==> src/hdl/lgt_pkg.sv <==
// ----------------------------------------------------------------------------
// Life generation engine: shared package
// Cell codes, request modes, register indexes and the payload and window
// types used by the engine and its rule unit.
// ----------------------------------------------------------------------------
package lgt_pkg;

  // Cell encoding.
  localparam logic [1:0] CELL_DEAD   = 2'd0;
  localparam logic [1:0] CELL_ALIVE  = 2'd1;
  localparam logic [1:0] CELL_SECOND = 2'd2;
  localparam logic [1:0] CELL_RECENT = 2'd3;

  // Request modes.
  localparam logic [1:0] MODE_WRITE = 2'd0;
  localparam logic [1:0] MODE_READ  = 2'd1;
  localparam logic [1:0] MODE_STEP  = 2'd2;

  // Configuration register indexes.
  localparam logic REG_RECENT_DEAD = 1'b0;
  localparam logic REG_TWO_SPECIES = 1'b1;

  // Width of the population counts, and their saturation value.
  localparam int unsigned COUNT_W = 13;
  localparam logic [COUNT_W-1:0] COUNT_MAX = '1;

  // Neighbourhood rule thresholds.
  localparam logic [3:0] BIRTH_COUNT = 4'd3;
  localparam logic [3:0] KEEP_COUNT  = 4'd2;

  // Columns fetched ahead of the first cell of each row.
  localparam logic [1:0] PRIME_COLS = 2'd2;

  typedef enum logic [2:0] {
    ST_CLEAR,
    ST_IDLE,
    ST_RDATA,
    ST_FETCH,
    ST_DONE
  } lgt_state_e;

  typedef struct packed {
    logic [1:0] mode;
    logic [5:0] row;
    logic [5:0] col;
    logic [1:0] cell_in;
  } lgt_in_t;

  typedef struct packed {
    logic [1:0]         cell_out;
    logic [COUNT_W-1:0] count_first;
    logic [COUNT_W-1:0] count_second;
  } lgt_out_t;

  typedef struct packed {
    logic recent_dead_enable;
    logic two_species;
  } lgt_cfg_t;

  // 3x3 neighbourhood: [column][row] with index 0 left/up, 2 right/down.
  typedef logic [2:0][2:0][1:0] lgt_win_t;

endpackage

==> src/hdl/lgt_rule.sv <==
// ----------------------------------------------------------------------------
// Life generation engine: rule unit
// Counts both species over the eight neighbours of a 3x3 window and
// returns the next value of the centre cell.
// ----------------------------------------------------------------------------
module lgt_rule (
  input  lgt_pkg::lgt_cfg_t cfg_i,
  input  lgt_pkg::lgt_win_t win_i,
  output logic [1:0]        next_o
);
  import lgt_pkg::*;

  logic [3:0] first;
  logic [3:0] second;
  logic [3:0] total;
  logic [1:0] centre;

  // Count neighbours of each species, skipping the centre.
  always_comb begin
    first  = '0;
    second = '0;
    for (int j = 0; j < 3; j++) begin
      for (int k = 0; k < 3; k++) begin
        if (!(j == 1 && k == 1)) begin
          if (win_i[j][k] == CELL_ALIVE) begin
            first = first + 4'd1;
          end else if (win_i[j][k] == CELL_SECOND) begin
            second = second + 4'd1;
          end
        end
      end
    end
  end

  assign total  = first + second;
  assign centre = win_i[1][1];

  // Apply either the two-species majority rule or the plain rule.
  always_comb begin
    if (cfg_i.two_species) begin
      if (total == BIRTH_COUNT) begin
        next_o = (first > second) ? CELL_ALIVE : CELL_SECOND;
      end else if (total == KEEP_COUNT) begin
        next_o = centre;
      end else begin
        next_o = CELL_DEAD;
      end
    end else begin
      if (first == BIRTH_COUNT) begin
        next_o = CELL_ALIVE;
      end else if (first == KEEP_COUNT) begin
        next_o = centre;
      end else if (cfg_i.recent_dead_enable && centre == CELL_ALIVE) begin
        next_o = CELL_RECENT;
      end else begin
        next_o = CELL_DEAD;
      end
    end
  end

endmodule

==> config.mk <==
export PLATFORM = sky130hd
export DESIGN_NAME = lgt_rule
export DESIGN_NICKNAME = d
export VERILOG_FILES = /design/src/hdl/lgt_pkg.sv /design/src/hdl/lgt_rule.sv
export SDC_FILE = /design/constraint.sdc
export NUM_CORES = 1
export LEC_CHECK = 0
export ABC_AREA = 1
export BUFFER_PORTS_ARGS = -buffer_cell sky130_fd_sc_hd__buf_4
export CAP_MARGIN = 20
export CORE_MARGIN = 2
export CORE_UTILIZATION = 63
export DETAILED_ROUTE_END_ITERATION = 12
export MAX_ROUTING_LAYER = met4
export PLACE_DENSITY = 0.85
export SLEW_MARGIN = 20
export SYNTH_ARGS = -nofsm -noshare
export SYNTH_HDL_FRONTEND = slang
export SYNTH_SLANG_ARGS = --single-unit
==> constraint.sdc <==
create_clock -name vclk -period 8.5
set_input_delay 1.275 -clock vclk [all_inputs]
set_output_delay 1.275 -clock vclk [all_outputs]
set_load 0.01 [all_outputs]
==> results.sh <==
export IMPL_outcome="complete, no violations"
export IMPL_syn_area_per_cell_um2=5.86
export IMPL_cp_common_cell="nand2_1"
export IMPL_dr_total_vias=1796
export IMPL_coreArea_um2=2760
export IMPL_route_detailed_wl_per_inst_um=9.09
export IMPL_setup_violations=0
export IMPL_fin_crit_ns=8.05
export IMPL_firstDrtPassIters=4
export IMPL_gp_congestion=0.858
export IMPL_startpoint_type="primary input"
export IMPL_seq_cell_count=0
export IMPL_boundaryPins=22
export IMPL_nets=375
export IMPL_grt_ovfl_total=0
export IMPL_grt_max_degree=7
export IMPL_critical_path_class="primary input to primary output"
export IMPL_final_common_cell="nand2_1"
export IMPL_rows=19
export IMPL_vias_per_cell=4.95
export IMPL_worst_path_max_delay_cell="fa_1"
export IMPL_ys_types=35
export IMPL_postCtsSetupBuffers=0
export IMPL_fp_dieArea_um2=3330
export IMPL_yosysSeqAreaShare_pct=0
export IMPL_maxSlewHeadroom_pct=69.1
export IMPL_synthesis_area_um2=1820
export IMPL_layout_area_seq_um2=0
export IMPL_grt_pass1_wl_um=5950
export IMPL_fillers=228
export IMPL_tightestPinTransition_ns=0.461
export IMPL_drv_slew=0
export IMPL_crit_buf_inv=8
export IMPL_drv_cap=0
export IMPL_drive_above_1_share_pct=30.1
export IMPL_leakage_nw=1.20
export IMPL_postRouteAntennaNets=0
export IMPL_area_growth_pct=11.4
export IMPL_port_buffers=22
export IMPL_dp_cells=363
export IMPL_drc=0
export IMPL_critical_path_max_stage_delay_ns=0.44
export IMPL_wl_um=3300
export IMPL_worstPathMaxFanout=4
export IMPL_antenna_found_initial=0
export IMPL_die_h_um=57.7
export IMPL_fin_cells=363
export IMPL_power_density_nw_per_um2=83.5
export IMPL_drtIter0Drc=85
export IMPL_final_cell_mix="73 x nand2_1, 55 x inv_1, 30 x nor2_1"
export IMPL_fmax_mhz=124
export IMPL_min_path_cells=4
export IMPL_multi_input_area_um2=1570
export IMPL_worstHoldPathType="primary input to primary output"
export IMPL_crit_family="simple AND/OR/NAND/NOR gates"
export IMPL_start_util_pct=65.9
export IMPL_peakVddDrop_mv=0.0888
export IMPL_hold_end="next_o[1]"
export IMPL_grt_usage_pct=21.5
export IMPL_post_dp_hpwl_um=3030
export IMPL_hold_violations=0
export IMPL_nClkBuffers=0
export IMPL_synthesis_nets=351
export IMPL_finalSetupTns_ns=0
export IMPL_endpoint_kind="primary output"
export IMPL_dieWidth_um=57.7
export IMPL_grt_pass1_vias=1586
export IMPL_worst_ep_arrival_time_ns=6.78
export IMPL_fin_crit_sh_pct=94.7
export IMPL_synth_cells=310
export IMPL_required_ns=7.22
export IMPL_rsz0062_at_grt="no"
export IMPL_hold_start="cfg_i[0]"
export IMPL_diodes=0
export IMPL_yosys_warnings=0
==> metrics by stage <==
stage / utilization [%] / setup slack [ns] / area (µm²) / total power [W] / hold WS [ns]
2_1_floorplan: - / 0.819 / 1820 / 0.000134 / 2.67
3_3_place_gp: 73.3 / 0.507 / 2020 / 0.000163 / 2.85
3_5_place_dp: 73.3 / 0.338 / 2020 / 0.000169 / 2.85
4_1_cts: 73.3 / 0.323 / 2020 / 0.000169 / 2.85
5_1_grt: 73.5 / 0.00369 / 2030 / 0.000193 / 2.87
6_report: 73.5 / 0.450 / 2030 / 0.000169 / 2.85
==> how the worst max path moves through the flow <==
stage	to	slack [ns]	cells past startpoint	start
floorplan	next_o[1]	0.82	35	win_i[1]
global placement	next_o[1]	0.51	36	win_i[0]
detailed placement	next_o[1]	0.34	35	win_i[0]
CTS	next_o[1]	0.32	35	win_i[0]
global route	next_o[1]	0.004	37	win_i[1]
finish	next_o[1]	0.45	35	win_i[0]
==> logic make-up (layout without fill, tap and decap cells) <==
| kind of cell | Yosys count | count (layout) | share of synthesized area (%) |
|---|---|---|---|
| adders and majority gates | 21 | 21 | 14.9 |
| xor gates and xnor gates | 5 | 5 | 3.23 |
| and+or+nand+nor | 201 | 201 | 62.4 |
| buffers and inverters | 67 | 89 | 14.1 |
| AOI/OAI and AO/OA | 16 | 16 | 5.37 |
==> layout make-up <==
| cell class | count | share of cell area (%) |
|---|---|---|
| Inverter | 67 | 12.7 |
| Timing Repair Buffer | 22 | 8.15 |
| Tap cell | 31 | 1.91 |
| Multi-Input combinational cell | 243 | 77.3 |
==> Yosys cell counts <==
cell type,number,area [µm²]
inv_4,2,12.5
nand2_4,13,146
or2_2,3,18.8
inv_2,9,33.8
xor2_2,2,32.5
nand3_1,24,120
a21oi_1,5,25.0
ha_1,20,250
nand4_1,3,18.8
nor2_4,4,45.0
inv_1,55,206
nand3_2,9,90.1
o21ai_0,2,10.0
xnor2_1,1,8.76
nand3b_1,2,15.0
o211ai_1,1,7.51
nor2_1,30,113
and2_1,1,6.26
o31ai_1,1,7.51
o21ai_2,1,8.76
fa_1,1,20.0
or2_1,2,12.5
clkinv_1,1,3.75
nor3_1,1,5.00
nor2b_1,1,6.26
o21bai_1,1,7.51
a211oi_1,2,15.0
nand3_4,4,70.1
nand2_2,23,144
or2_0,1,6.26
nor2_2,7,43.8
o21ai_1,2,10.0
o22ai_1,1,6.26
xor2_1,2,17.5
nand2_1,73,274
==> per-layer routing <==
metal	wire length, µm	GRT usage, %	vias to the layer above
met4	0	0.997	0
met3	70	0.446	0
met1	1710	29.6	766
met5	0	-	-
met2	1520	37.2	24
li1	-	-	1006
==> where the power goes <==
part           switching, W  internal (W)  total, W
Sequential                0             0         0
Combinational      0.000103     0.0000666  0.000169
Clock                     0             0         0
==> worst min-delay path: stages <==
cell	delay, ns
buf_4	0.09
nand2_1	0.05
nand2_1	0.05
buf_4	0.11
==> what timing repair did <==
item                                    in CTS  in global routing
hold buffers                                 0                  0
endpoints found under the setup margin       0                  2
resized for setup                            0                  1
Power figures use the tool's default switching activity.
